--- config.mk ---
export PLATFORM = sky130hd
export DESIGN_NAME = lz_byte_stream_decompressor_top_flat
export DESIGN_NICKNAME = d
export VERILOG_FILES = /design/src/lzd_pkg.sv /design/src/lzd_if.sv /design/src/lzd_ring.sv /design/src/lz_byte_stream_decompressor_top.sv /design/src/flat_wrapper.sv
export VERILOG_INCLUDE_DIRS = /design/src /design/src/src
export SDC_FILE = /design/constraint.sdc
export NUM_CORES = 2
export LEC_CHECK = 0
export BUFFER_PORTS_ARGS = -buffer_cell sky130_fd_sc_hd__buf_4
export CAP_MARGIN = 0
export CORE_ASPECT_RATIO = 1.75
export CORE_MARGIN = 8
export CORE_UTILIZATION = 25
export DETAILED_ROUTE_END_ITERATION = 10
export SLEW_MARGIN = 0
export SYNTH_ARGS = -nofsm -noshare
export SYNTH_HDL_FRONTEND = slang
export SYNTH_SLANG_ARGS = --single-unit
--- constraint.sdc ---
create_clock -name clock -period 29.4 [get_ports clock]
set_clock_uncertainty 0.2 [all_clocks]
set_input_delay 5.88 -clock clock [delete_from_list [all_inputs] [get_ports clock]]
set_output_delay 5.88 -clock clock [all_outputs]
set_load 0.02 [all_outputs]
--- src/lz_byte_stream_decompressor_top_defines.svh ---
// assertion macros for the lz byte stream decompressor
// used by files that carry concurrent assertions; no other dependencies
`ifndef LZ_BYTE_STREAM_DECOMPRESSOR_TOP_DEFINES_SVH
`define LZ_BYTE_STREAM_DECOMPRESSOR_TOP_DEFINES_SVH

// same-cycle implication
`define LZD_ASSERT_NOW(label, clk, rst, ante, cons, msg) \
   label: assert property (@(posedge clk) disable iff (rst) (ante) |-> (cons)) \
      else $error(msg);

// next-cycle implication
`define LZD_ASSERT_NEXT(label, clk, rst, ante, cons, msg) \
   label: assert property (@(posedge clk) disable iff (rst) (ante) |=> (cons)) \
      else $error(msg);

`endif

--- src/lzd_pkg.sv ---
// shared types and constants for the lz byte stream decompressor
// no dependencies
package lzd_pkg;

   localparam int BYTE_W  = 8;
   localparam int COUNT_W = 2;
   localparam int LIMIT_W = 13;

   localparam logic [LIMIT_W-1:0] LIMIT_RESET = 13'd4096;
   localparam logic [BYTE_W-1:0]  TOKEN_MIN   = 8'h80;
   localparam logic [BYTE_W:0]    TOKEN_BASE  = 9'h100;

   localparam logic [COUNT_W-1:0] CNT_NONE = 2'd0;
   localparam logic [COUNT_W-1:0] CNT_ONE  = 2'd1;
   localparam logic [COUNT_W-1:0] CNT_TWO  = 2'd2;

   typedef enum logic {
      ST_IDLE,
      ST_RUN
   } lzd_state_type;

   typedef struct packed {
      logic wr_en;
      logic rd_en;
   } lzd_ring_ctl_type;

endpackage

--- src/lzd_if.sv ---
// valid/ready channel interfaces for compressed input and decompressed results
// depends on lzd_pkg
interface lzd_req_if;
   import lzd_pkg::*;

   logic              valid;
   logic              ready;
   logic [BYTE_W-1:0] in_byte;
   logic              in_last;

   modport source (output valid, output in_byte, output in_last, input ready);
   modport sink   (input valid, input in_byte, input in_last, output ready);
endinterface

interface lzd_rsp_if;
   import lzd_pkg::*;

   logic               valid;
   logic               ready;
   logic [BYTE_W-1:0]  first_byte;
   logic [BYTE_W-1:0]  second_byte;
   logic [COUNT_W-1:0] byte_count;
   logic               run_last;
   logic               full_res;
   logic               bad_distance;

   modport source (output valid, output first_byte, output second_byte, output byte_count,
                   output run_last, output full_res, output bad_distance, input ready);
   modport sink   (input valid, input first_byte, input second_byte, input byte_count,
                   input run_last, input full_res, input bad_distance, output ready);
endinterface

--- src/lzd_ring.sv ---
// history ring: one write port, one registered read port
// depends on lzd_pkg
module lzd_ring #(
   parameter int DEPTH = 256,
   localparam int AW = $clog2(DEPTH)
) (
   input  logic                      clock,
   input  lzd_pkg::lzd_ring_ctl_type ctl,
   input  logic [AW-1:0]             wr_addr,
   input  logic [lzd_pkg::BYTE_W-1:0] wr_data,
   input  logic [AW-1:0]             rd_addr,
   output logic [lzd_pkg::BYTE_W-1:0] rd_data
);
   import lzd_pkg::*;

   logic [BYTE_W-1:0] mem_ff [DEPTH];
   logic [BYTE_W-1:0] rd_data_ff;

   always_ff @(posedge clock) begin
      if (ctl.wr_en) begin
         mem_ff[wr_addr] <= wr_data;
      end
      if (ctl.rd_en) begin
         rd_data_ff <= mem_ff[rd_addr];
      end
   end

   assign rd_data = rd_data_ff;

endmodule

--- src/lz_byte_stream_decompressor_top.sv ---
// top level of the lz byte stream decompressor: token decode, copy sequencer, result register
// depends on lzd_pkg, lzd_if, lzd_ring and the assertion macro header
//
// req_chan takes one compressed byte per transfer with in_last marking the end of a block.
// rsp_chan gives results of up to two decompressed bytes plus run_last, full_res and
// bad_distance flags. csr_wr_en/csr_wr_data write output_limit (13 bits, reset 4096).
// A literal, a rejected distance or a byte taken while full gives one result, registered in
// the cycle after the transfer; a length token gives no result.
// A match copies one byte per cycle out of the history ring unless the receiver stalls a
// result; the single registered read port of the ring fetches each source byte ahead of its
// copy step. Results carry two bytes each, the last of a run one or two. req_chan.ready stays
// low for the whole run, so the input takes no new byte until the match has been copied.
// Copies with distance one forward the byte just written around the memory.
// A stalled receiver freezes the copy in place; nothing is lost or repeated.
// Reset clears state, counters, pending and full flags and the result valid bit; the history
// ring and the result bytes are not cleared, and ring entries are only read after being
// written within the current block.
`include "lz_byte_stream_decompressor_top_defines.svh"

module lz_byte_stream_decompressor_top #(
   parameter int HISTORY_DEPTH = 256,
   parameter int MAX_OUTPUT    = 4096
) (
   input  logic                        clock,
   input  logic                        reset,
   lzd_req_if.sink                     req_chan,
   lzd_rsp_if.source                   rsp_chan,
   input  logic                        csr_wr_en,
   input  logic [lzd_pkg::LIMIT_W-1:0] csr_wr_data
);
   import lzd_pkg::*;

   localparam int PTR_W = $clog2(HISTORY_DEPTH);
   localparam int CNT_W = $clog2(MAX_OUTPUT + 1);
   localparam int LIM_W = (CNT_W > LIMIT_W) ? CNT_W : LIMIT_W;
   localparam logic [LIM_W-1:0] MAX_OUT_L = LIM_W'(MAX_OUTPUT);
   localparam logic [PTR_W-1:0] LAST_PTR  = PTR_W'(HISTORY_DEPTH - 1);
   localparam logic [PTR_W:0]   DEPTH_X   = (PTR_W + 1)'(HISTORY_DEPTH);

   lzd_state_type      st_ff, st_in;
   logic [PTR_W-1:0]   wp_ff, wp_in;
   logic [CNT_W-1:0]   produced_ff, produced_in;
   logic [BYTE_W-1:0]  pending_ff, pending_in;
   logic               awaiting_ff, awaiting_in;
   logic               full_ff, full_in;
   logic [LIMIT_W-1:0] limit_ff, limit_in;
   logic [BYTE_W-1:0]  left_ff, left_in;
   logic [PTR_W-1:0]   src_ff, src_in;
   logic               fwd_ff, fwd_in;
   logic [BYTE_W-1:0]  lastb_ff, lastb_in;
   logic               half_ff, half_in;
   logic [BYTE_W-1:0]  halfb_ff, halfb_in;
   logic               itemlast_ff, itemlast_in;

   logic               rsp_valid_ff, rsp_valid_in;
   logic [BYTE_W-1:0]  rsp_first_ff, rsp_first_in;
   logic [BYTE_W-1:0]  rsp_second_ff, rsp_second_in;
   logic [COUNT_W-1:0] rsp_count_ff, rsp_count_in;
   logic               rsp_run_last_ff, rsp_run_last_in;
   logic               rsp_full_ff, rsp_full_in;
   logic               rsp_bad_ff, rsp_bad_in;

   lzd_ring_ctl_type   ring_ctl;
   logic [PTR_W-1:0]   ring_rd_addr;
   logic [BYTE_W-1:0]  ring_wr_data;
   logic [BYTE_W-1:0]  ring_rd_data;

   logic [LIM_W-1:0]   limit_x;
   logic [CNT_W-1:0]   lim_eff;
   logic [CNT_W:0]     prod_inc;
   logic               full_after;
   logic               full_now;
   logic               out_free;
   logic               req_take;
   logic               dist_bad;
   logic [PTR_W:0]     wp_x;
   logic [PTR_W:0]     dist_p;
   logic [PTR_W-1:0]   src_start;
   logic [PTR_W-1:0]   wp_next;
   logic [PTR_W-1:0]   src_next;
   logic [BYTE_W-1:0]  copy_byte;
   logic               run_final;
   logic               run_emit;
   logic               run_take;
   logic               lit_take;

   // effective limit and counter arithmetic
   assign limit_x    = LIM_W'(limit_ff);
   assign lim_eff    = (limit_x < MAX_OUT_L) ? CNT_W'(limit_x) : CNT_W'(MAX_OUT_L);
   assign prod_inc   = {1'b0, produced_ff} + 1'b1;
   assign full_after = prod_inc >= {1'b0, lim_eff};
   assign full_now   = full_ff || (produced_ff >= lim_eff);

   assign out_free = !rsp_valid_ff || rsp_chan.ready;
   assign req_chan.ready = (st_ff == ST_IDLE) && out_free;
   assign req_take = req_chan.valid && req_chan.ready;

   assign dist_bad = (req_chan.in_byte == '0) || (CNT_W'(req_chan.in_byte) > produced_ff);

   // ring address arithmetic with wrap at the history depth
   assign wp_x      = {1'b0, wp_ff};
   assign dist_p    = (PTR_W + 1)'(req_chan.in_byte);
   assign src_start = (wp_x >= dist_p) ? PTR_W'(wp_x - dist_p) : PTR_W'(wp_x + DEPTH_X - dist_p);
   assign wp_next   = (wp_ff == LAST_PTR) ? '0 : wp_ff + 1'b1;
   assign src_next  = (src_ff == LAST_PTR) ? '0 : src_ff + 1'b1;

   // copy step
   assign copy_byte = fwd_ff ? lastb_ff : ring_rd_data;
   assign run_final = (left_ff == BYTE_W'(1)) || full_after;
   assign run_emit  = half_ff || run_final;
   assign run_take  = (st_ff == ST_RUN) && (!run_emit || out_free);

   assign lit_take = req_take && !full_now && !awaiting_ff && (req_chan.in_byte < TOKEN_MIN);

   assign ring_wr_data = (st_ff == ST_RUN) ? copy_byte : req_chan.in_byte;
   assign ring_rd_addr = (st_ff == ST_RUN) ? src_next : src_start;

   lzd_ring #(
      .DEPTH (HISTORY_DEPTH)
   ) u_ring (
      .clock   (clock),
      .ctl     (ring_ctl),
      .wr_addr (wp_ff),
      .wr_data (ring_wr_data),
      .rd_addr (ring_rd_addr),
      .rd_data (ring_rd_data)
   );

   always_comb begin
      st_in           = st_ff;
      wp_in           = wp_ff;
      produced_in     = produced_ff;
      pending_in      = pending_ff;
      awaiting_in     = awaiting_ff;
      full_in         = full_ff;
      limit_in        = csr_wr_en ? csr_wr_data : limit_ff;
      left_in         = left_ff;
      src_in          = src_ff;
      fwd_in          = fwd_ff;
      lastb_in        = lastb_ff;
      half_in         = half_ff;
      halfb_in        = halfb_ff;
      itemlast_in     = itemlast_ff;
      rsp_valid_in    = rsp_valid_ff && !rsp_chan.ready;
      rsp_first_in    = rsp_first_ff;
      rsp_second_in   = rsp_second_ff;
      rsp_count_in    = rsp_count_ff;
      rsp_run_last_in = rsp_run_last_ff;
      rsp_full_in     = rsp_full_ff;
      rsp_bad_in      = rsp_bad_ff;
      ring_ctl        = '{wr_en: 1'b0, rd_en: 1'b0};

      unique case (st_ff)
         ST_IDLE: begin
            if (req_take) begin
               priority if (full_now) begin
                  full_in         = 1'b1;
                  rsp_valid_in    = 1'b1;
                  rsp_first_in    = '0;
                  rsp_second_in   = '0;
                  rsp_count_in    = CNT_NONE;
                  rsp_run_last_in = 1'b1;
                  rsp_full_in     = 1'b1;
                  rsp_bad_in      = 1'b0;
               end else if (awaiting_ff) begin
                  awaiting_in = 1'b0;
                  pending_in  = '0;
                  if (dist_bad) begin
                     rsp_valid_in    = 1'b1;
                     rsp_first_in    = '0;
                     rsp_second_in   = '0;
                     rsp_count_in    = CNT_NONE;
                     rsp_run_last_in = 1'b1;
                     rsp_full_in     = 1'b0;
                     rsp_bad_in      = 1'b1;
                  end else begin
                     st_in        = ST_RUN;
                     left_in      = pending_ff;
                     src_in       = src_start;
                     fwd_in       = 1'b0;
                     half_in      = 1'b0;
                     itemlast_in  = req_chan.in_last;
                     ring_ctl.rd_en = 1'b1;
                  end
               end else if (req_chan.in_byte >= TOKEN_MIN) begin
                  pending_in  = BYTE_W'(TOKEN_BASE - {1'b0, req_chan.in_byte});
                  awaiting_in = 1'b1;
               end else begin
                  ring_ctl.wr_en  = 1'b1;
                  wp_in           = wp_next;
                  produced_in     = CNT_W'(prod_inc);
                  full_in         = full_after;
                  rsp_valid_in    = 1'b1;
                  rsp_first_in    = req_chan.in_byte;
                  rsp_second_in   = '0;
                  rsp_count_in    = CNT_ONE;
                  rsp_run_last_in = 1'b1;
                  rsp_full_in     = full_after;
                  rsp_bad_in      = 1'b0;
               end
               // end of block clears the counters unless a copy is still running
               if (req_chan.in_last && (st_in == ST_IDLE)) begin
                  wp_in       = '0;
                  produced_in = '0;
                  pending_in  = '0;
                  awaiting_in = 1'b0;
                  full_in     = 1'b0;
               end
            end
         end
         ST_RUN: begin
            if (run_take) begin
               ring_ctl.wr_en = 1'b1;
               wp_in          = wp_next;
               produced_in    = CNT_W'(prod_inc);
               lastb_in       = copy_byte;
               left_in        = left_ff - 1'b1;
               if (run_emit) begin
                  half_in         = 1'b0;
                  rsp_valid_in    = 1'b1;
                  rsp_first_in    = half_ff ? halfb_ff : copy_byte;
                  rsp_second_in   = half_ff ? copy_byte : '0;
                  rsp_count_in    = half_ff ? CNT_TWO : CNT_ONE;
                  rsp_run_last_in = run_final;
                  rsp_full_in     = run_final && full_after;
                  rsp_bad_in      = 1'b0;
               end else begin
                  half_in  = 1'b1;
                  halfb_in = copy_byte;
               end
               if (run_final) begin
                  st_in   = ST_IDLE;
                  full_in = full_after;
                  if (itemlast_ff) begin
                     wp_in       = '0;
                     produced_in = '0;
                     pending_in  = '0;
                     awaiting_in = 1'b0;
                     full_in     = 1'b0;
                  end
               end else begin
                  ring_ctl.rd_en = 1'b1;
                  src_in         = src_next;
                  fwd_in         = (src_next == wp_ff);
               end
            end
         end
         default: begin
            st_in = ST_IDLE;
         end
      endcase
   end

   always_ff @(posedge clock) begin
      if (reset) begin
         st_ff        <= ST_IDLE;
         wp_ff        <= '0;
         produced_ff  <= '0;
         pending_ff   <= '0;
         awaiting_ff  <= 1'b0;
         full_ff      <= 1'b0;
         limit_ff     <= LIMIT_RESET;
         rsp_valid_ff <= 1'b0;
      end else begin
         st_ff        <= st_in;
         wp_ff        <= wp_in;
         produced_ff  <= produced_in;
         pending_ff   <= pending_in;
         awaiting_ff  <= awaiting_in;
         full_ff      <= full_in;
         limit_ff     <= limit_in;
         rsp_valid_ff <= rsp_valid_in;
      end
   end

   always_ff @(posedge clock) begin
      left_ff         <= left_in;
      src_ff          <= src_in;
      fwd_ff          <= fwd_in;
      lastb_ff        <= lastb_in;
      half_ff         <= half_in;
      halfb_ff        <= halfb_in;
      itemlast_ff     <= itemlast_in;
      rsp_first_ff    <= rsp_first_in;
      rsp_second_ff   <= rsp_second_in;
      rsp_count_ff    <= rsp_count_in;
      rsp_run_last_ff <= rsp_run_last_in;
      rsp_full_ff     <= rsp_full_in;
      rsp_bad_ff      <= rsp_bad_in;
   end

   assign rsp_chan.valid        = rsp_valid_ff;
   assign rsp_chan.first_byte   = rsp_first_ff;
   assign rsp_chan.second_byte  = rsp_second_ff;
   assign rsp_chan.byte_count   = rsp_count_ff;
   assign rsp_chan.run_last     = rsp_run_last_ff;
   assign rsp_chan.full_res     = rsp_full_ff;
   assign rsp_chan.bad_distance = rsp_bad_ff;

   `LZD_ASSERT_NOW(a_run_needs_distance, clock, reset,
      $rose(st_ff == ST_RUN), $past(awaiting_ff), "copy started without a pending length")
   `LZD_ASSERT_NEXT(a_literal_counts, clock, reset,
      lit_take && !req_chan.in_last, produced_ff == CNT_W'($past(produced_ff) + 1'b1),
      "literal transfer did not advance the produced count")
   `LZD_ASSERT_NOW(a_bad_result_empty, clock, reset,
      rsp_valid_ff && rsp_bad_ff, (rsp_count_ff == CNT_NONE) && rsp_run_last_ff,
      "rejected distance result carries bytes or is not final")

endmodule
--- src/flat_wrapper.sv ---
// flat-port wrapper written by rule: the top's interface ports become plain ports
module lz_byte_stream_decompressor_top_flat import lzd_pkg::*;
#(
   parameter int HISTORY_DEPTH = 256,
   parameter int MAX_OUTPUT    = 4096
)
  (clock, reset, csr_wr_en, csr_wr_data, req_chan_valid, req_chan_in_byte, req_chan_in_last, req_chan_ready, rsp_chan_valid, rsp_chan_first_byte, rsp_chan_second_byte, rsp_chan_byte_count, rsp_chan_run_last, rsp_chan_full_res, rsp_chan_bad_distance, rsp_chan_ready);
  lzd_req_if req_chan_i ();
  lzd_rsp_if rsp_chan_i ();
  input  logic clock;
  input  logic reset;
  input  logic csr_wr_en;
  input  logic [lzd_pkg::LIMIT_W-1:0] csr_wr_data;
  input wire logic [$bits(req_chan_i.valid)-1:0] req_chan_valid;
  input wire logic [$bits(req_chan_i.in_byte)-1:0] req_chan_in_byte;
  input wire logic [$bits(req_chan_i.in_last)-1:0] req_chan_in_last;
  output wire logic [$bits(req_chan_i.ready)-1:0] req_chan_ready;
  output wire logic [$bits(rsp_chan_i.valid)-1:0] rsp_chan_valid;
  output wire logic [$bits(rsp_chan_i.first_byte)-1:0] rsp_chan_first_byte;
  output wire logic [$bits(rsp_chan_i.second_byte)-1:0] rsp_chan_second_byte;
  output wire logic [$bits(rsp_chan_i.byte_count)-1:0] rsp_chan_byte_count;
  output wire logic [$bits(rsp_chan_i.run_last)-1:0] rsp_chan_run_last;
  output wire logic [$bits(rsp_chan_i.full_res)-1:0] rsp_chan_full_res;
  output wire logic [$bits(rsp_chan_i.bad_distance)-1:0] rsp_chan_bad_distance;
  input wire logic [$bits(rsp_chan_i.ready)-1:0] rsp_chan_ready;
  assign req_chan_i.valid = req_chan_valid;
  assign req_chan_i.in_byte = req_chan_in_byte;
  assign req_chan_i.in_last = req_chan_in_last;
  assign req_chan_ready = req_chan_i.ready;
  assign rsp_chan_valid = rsp_chan_i.valid;
  assign rsp_chan_first_byte = rsp_chan_i.first_byte;
  assign rsp_chan_second_byte = rsp_chan_i.second_byte;
  assign rsp_chan_byte_count = rsp_chan_i.byte_count;
  assign rsp_chan_run_last = rsp_chan_i.run_last;
  assign rsp_chan_full_res = rsp_chan_i.full_res;
  assign rsp_chan_bad_distance = rsp_chan_i.bad_distance;
  assign rsp_chan_i.ready = rsp_chan_ready;
  lz_byte_stream_decompressor_top #(.HISTORY_DEPTH(HISTORY_DEPTH), .MAX_OUTPUT(MAX_OUTPUT)) u_core (.clock(clock), .reset(reset), .req_chan(req_chan_i), .rsp_chan(rsp_chan_i), .csr_wr_en(csr_wr_en), .csr_wr_data(csr_wr_data));
endmodule
* After elaboration in Yosys (flattened, before gate mapping)
Memories as Yosys holds them, arrays and structs flattened. A register that Yosys moved wholly into a read port is not among the register bits.
Index checks and enable logic that the tools add are counted.
** Storage, ports and cells
- Bits in registers :: 102
- Bits in writable memories :: 2048
- Input bits :: 27
- Output and inout port bits :: 23
- Logic and storage cells :: 236
- Memories :: 1
** Memory list
- u_core.u_ring.mem_ff :: depth 256, width 8, rd ports 1, clocked after memory_dff 1, write ports 1, RTL line lzd_ring.sv:16 : logic [BYTE_W-1:0] mem_ff [DEPTH];
** Operators by class
- Add/subtract/negate cells :: 8
- Order comparisons :: 6
- Eq/ne operators :: 21
- Mux-type cells :: 148
- Bitwise gates (word level) :: 5
- Reduce and logical (&&, ||, !) cells :: 26
** Operators by type and width (number)
- 2-to-1 mux 8 bit :: 48
- 2-to-1 mux 13 bit :: 9
- case mux 8 bit (2 select lines) :: 6
- 2-to-1 mux 1 bit :: 62
- AND reduction 5 bit :: 6
- case mux 13 bit (2 select lines) :: 1
- adder 8 x 1 -> 8 bit (second input constant) :: 3
- 2-to-1 mux 2 bit :: 11
- case mux 1 bit (2 select lines) :: 9
- == test 8 bit (second input constant) :: 2
- subtractor 8 bit :: 2
- adder 13 x 1 -> 14 bit (second input constant) :: 1
- greater-or-equal comparator 14 x 13 -> 1 bit :: 1
- inequality test 2 bit (second input constant) :: 7
- greater-or-equal comparator 13 bit :: 1
- greater-than comparator 8 x 13 -> 1 bit :: 1
- < comparator 13 bit (second input constant) :: 1
- AND reduction 6 bit :: 2
- inequality test 3 bit (second input constant) :: 3
- == test 8 x 1 -> 1 bit (second input constant) :: 1
- == test 8 bit :: 1
- greater-or-equal comparator 8 bit :: 1
- greater-or-equal comparator 8 bit (second input constant) :: 1
- zero test 8 bit :: 1
- other kinds (13) :: 33

* Logic depth before layout (Yosys ltp)
- Word-level depth :: 12
- Mapped depth :: 17
- Depth with buffers taken out :: 15

* Hierarchy
From an unflattened synthesis, not the netlist that was laid out.
** Second synthesis, totals
- Cells, all modules :: 4403
- Area, all modules :: 85858.6 µm²
** By module, submodules not included
- lzd_ring :: instances 1, cells an instance 3733, area an instance 79636.4 µm², sequential area each 61739.2 µm²
- lz_byte_stream_decompressor_top :: instances 1, cells an instance 670, area an instance 6222.2 µm², sequential area each 2602.5 µm²

* Least setup slack after synthesis
OpenSTA, ideal clock, no wires.
- Path kind :: input to register
- Start :: input port req_chan_in_byte[7]
- End :: memory u_core.u_ring.mem_ff[0][7], data pin
- Library setup time :: 1579 ps
- Arrival time :: 13075 ps
- Required time :: 27621 ps
- Slack :: 14546 ps
- Stages :: 3
- Path buffers :: 1
- Cell sequence :: clkbuf_1 -> nor2_1 -> a21oi_1
** Between the ends
- Cells in the longest elaborated chain, start to end :: 1
** RTL lines
- start, declared :: RTL line flat_wrapper.sv:15 : input wire logic [$bits(req_chan_i.in_byte)-1:0] req_chan_in_byte;
- 2-to-1 mux 8 bit :: RTL line lz_byte_stream_decompressor_top.sv:115 : assign ring_wr_data = (st_ff == ST_RUN) ? copy_byte : req_chan.in_byte;
- via u_core.ring_wr_data[7] :: RTL line lz_byte_stream_decompressor_top.sv:65 : logic [BYTE_W-1:0] ring_wr_data;
- end, declared :: RTL line lzd_ring.sv:16
The timed path passes the listed nets, and every way through them passes these cells.

* Worst setup path after layout
- Start :: input port rsp_chan_ready
- End :: output port req_chan_ready
** Between the ends
- Cells in the longest elaborated chain, start to end :: 2
** RTL lines
- start, declared :: RTL line flat_wrapper.sv:25 : input wire logic [$bits(rsp_chan_i.ready)-1:0] rsp_chan_ready;
- logical OR 1 bit :: RTL line lz_byte_stream_decompressor_top.sv:94 : assign out_free = !rsp_valid_ff || rsp_chan.ready;
- logical AND 1 bit :: RTL line lz_byte_stream_decompressor_top.sv:95 : assign req_chan.ready = (st_ff == ST_IDLE) && out_free;
- end, declared :: RTL line flat_wrapper.sv:17 : output wire logic [$bits(req_chan_i.ready)-1:0] req_chan_ready;
Every way passes these cells.

==> out/qor.csv <==
metric,value,unit
Worst Setup End Kind,output port,
Syn Nets,5813,
Pre-Repair DR Iteration Count,7,
CTS root buffer,clkbuf_16,
Longest Clk Path Bufs,4,
critical path class,primary input to output port,
Worst-path clk slew,0.06,ns
HP Class,register to register,
area delta synth->final,13.1,%
crit start category,primary input,
FP Rows,286,
routed len/inst,22.8,um
Post-Synth Adder-Cell Area,0.744,%
multi-input logic area,0.0207,mm2
synthesized area per cell,15.1,um2
initial antenna violation count,4,
leakage,31.9,nW
"Core Util, Final",28.4,%
compound-cell area share of the yosys netlist,7.40,%
hold_buf cts,0,
CP max-delay cell,buf_4,
placed cells,10100,
full die area,0.367,mm2
CP Buf/Inv Count,2,
PortBufs,49,
vias in the first global route,49800,
proportion of synthesized area in mux cells,8.78,%
"Most flops, register",u_core.u_ring.mem_ff,
"non-filler cells, final",10500,
Sink Count,2158,
register area,0.0643,mm2
Nets,5797,
mapped cell area,0.0868,mm2
WHS,0.262,ns
Die Wd,461,um
Crit path max-delay family,buffers and inverters,
Crit path largest cell delay,0.21,ns
"EDFF count, synth",2112,
fmax,79.9,MHz
H-tree Lvls,4,
largest net degree at the start of global routing,180,
simple-gate share of the synthesized area,6.30,%
post-route ant nets,0,
pre-CTS WS,16.78,ns
CTS tree,done,
sum of negative setup slack,0,ns
Mapped Cells,5735,
fraction of registers with async set or reset after synthesis,0,%
number of flip-flops in the largest register,2048,
CTS Buf Count,190,
# IOs,50,
first-pass GRT wire length,343000,um
synthesized flop and latch total,2158,
fillcell total,34500,
"Setup Fix Bufs, Post-CTS",0,
Detail Placement HPWL,149000,um
Chip Height,795,um
setup ws final,16.88,ns
share of post-route cells with drive strength above 1,8.02,%
ys flop type,edfxtp_1,
Worst EP required,23.32,ns
final setup vio count,0,
maximum fanout along the worst path,2,
vias,49400,
Post-Synth XOR/XNOR Area,0.409,%
routability cong.,0.873,
Slew @ Worst Pin,1.29,ns
largest family of logic cells by synthesized area,multiplexers,
total wire length,239000,um
period utilisation layout,42.6,%
Tot GR Track Use,12.4,%
vias per std cell,4.72,
Max IR drop VDD,44.6,uV
GR Overflow Total,0,
final hold vios,0,
Resized Gates After CTS,0,
synth unique cells,80,
drt drc,0,
Max Cap Viol,0,
Largest regs,"u_core.u_ring.mem_ff: 2048 flops, u_core.limit_ff: 13 flops, u_core.produced_ff: 13 flops",
Cell Pwr Density,66.5,mW/mm2
Initial Util,25.1,%
Core ar.,0.346,mm2
fin crit period,12.52,ns
worst-skew pair later-pin latency,0.85,ns
RSZ-0062 raised after global routing,false,
cell mode on critical path,buf_4,
slew margin rel.,14.2,%
Crit path arrival time,6.44,ns
sequential-to-total area share from yosys stat,74.1,%
Starting DRT DRC Count,4449,
crit path cell chain,buf_4 > nor2b_1 > nor2_1 > buf_4,
max-slew violation count,0,
outcome,completed,
synthesis warning total,0,
[cells in the mapped netlist, types with 12 or more instances]
| master | n | area (um2) |
|---|---|---|
| buf_4 | 52 | 390 |
| o21ai_0 | 205 | 1030 |
| inv_1 | 47 | 176 |
| mux2i_1 | 721 | 7220 |
| buf_2 | 160 | 801 |
| o31ai_1 | 12 | 90.1 |
| xnor2_1 | 22 | 193 |
| a211oi_1 | 13 | 97.6 |
| clkbuf_1 | 113 | 424 |
| a21oi_1 | 307 | 1540 |
| buf_1 | 17 | 63.8 |
| edfxtp_1 | 2112 | 63400 |
| xor2_1 | 16 | 140 |
| a211o_1 | 17 | 149 |
| o32ai_1 | 36 | 315 |
| and3_1 | 16 | 100 |
| nor2_1 | 412 | 1550 |
| mux4_2 | 17 | 383 |
| nand2b_1 | 15 | 93.8 |
| ha_1 | 50 | 626 |
| nand2_1 | 630 | 2360 |
| nand4_1 | 35 | 219 |
| nand3_1 | 66 | 330 |
| o311ai_0 | 23 | 201 |
| o22ai_1 | 346 | 2160 |
| o2111ai_1 | 16 | 140 |
| nor4_1 | 50 | 313 |
| dfxtp_1 | 46 | 921 |
[metrics by stage]
stage / cell area, um2 / power [mW]
floorplan: 86800 / 3.91
global placement: 92200 / 4.13
detailed placement: 92200 / 4.14
CTS: 98100 / 6.57
global route: 98100 / 6.69
finish: 98100 / 6.53
[routing by layer]
layer | global-route usage [%] | vias up | wire length, um
met5 | 0 | - | 0
met1 | 13.0 | 25100 | 82200
met2 | 23.2 | 1718 | 128000
met4 | 7.81 | 0 | 17200
li1 | - | 22000 | -
met3 | 1.38 | 560 | 12400
[area by class of cell]
type                            count  share of cell area, %
Antenna cell                        4                 0.0102
Inverter                           51                  0.203
Clock buffer                      245                   5.24
Multi-Input combinational cell   3178                   21.1
Tap cell                         4608                   5.87
Sequential cell                  2158                   65.6
Timing Repair Buffer              140                   1.17
Clock inverter                     90                  0.821
[where the power goes]
group          total (mW)  internal, mW  switching [mW]
combinational       0.673         0.195           0.478
sequential           3.39          3.39         0.00371
clock                2.46          1.35            1.11
[layout by cell type (no fill, tap or decap), types with 11 or more instances in the layout]
master        n
a211o_1      17
a211oi_1     13
a21oi_1     299
and3_1       16
buf_4       132
bufinv_16    13
clkbuf_1     44
clkbuf_16   196
clkinv_1     29
clkinv_2     34
dfxtp_1      45
edfxtp_1   2112
ha_1         50
inv_1        47
mux2i_1     721
mux4_2       17
nand2_1     627
nand2b_1     15
nand3_1      62
nand4_1      35
nor2_1      411
nor2b_1      11
nor4_1       49
o2111ai_1    16
o21ai_0     204
o22ai_1     346
o311ai_0     23
o31ai_1      12
o32ai_1      35
xnor2_1      22
xor2_1       16
[path summary, 6_finish.rpt]
| check | depth (start not counted) | end | startpoint | slack [ns] |
|---|---|---|---|---|
| max reg2reg | 13 | u_core.u_ring.rd_data[1] | u_core.st_ff | 21.72 |
| min reg2reg | 2 | u_core.pending_ff[1] | u_core.pending_ff[1] | 0.26 |
| min | 2 | u_core.pending_ff[1] | u_core.pending_ff[1] | 0.26 |
| max | 4 | req_chan_ready | rsp_chan_ready | 16.88 |
[worst min-delay path, delay by kind of cell, from the launching register on]
kind	cells	cell delay, ns
AND/OR/NAND/NOR	1	0.05
multiplexers	1	0.05
flip-flops	1	0.31
[cells by family after synthesis]
logic type / after synthesis
buffers and inverters: 399
adders and majority gates: 51
xor gates and xnor gates: 39
muxes: 739
AOI/OAI and AO/OA: 1060
and+or+nand+nor: 1289
DFF: 2158
Power figures use the tool's default switching activity.
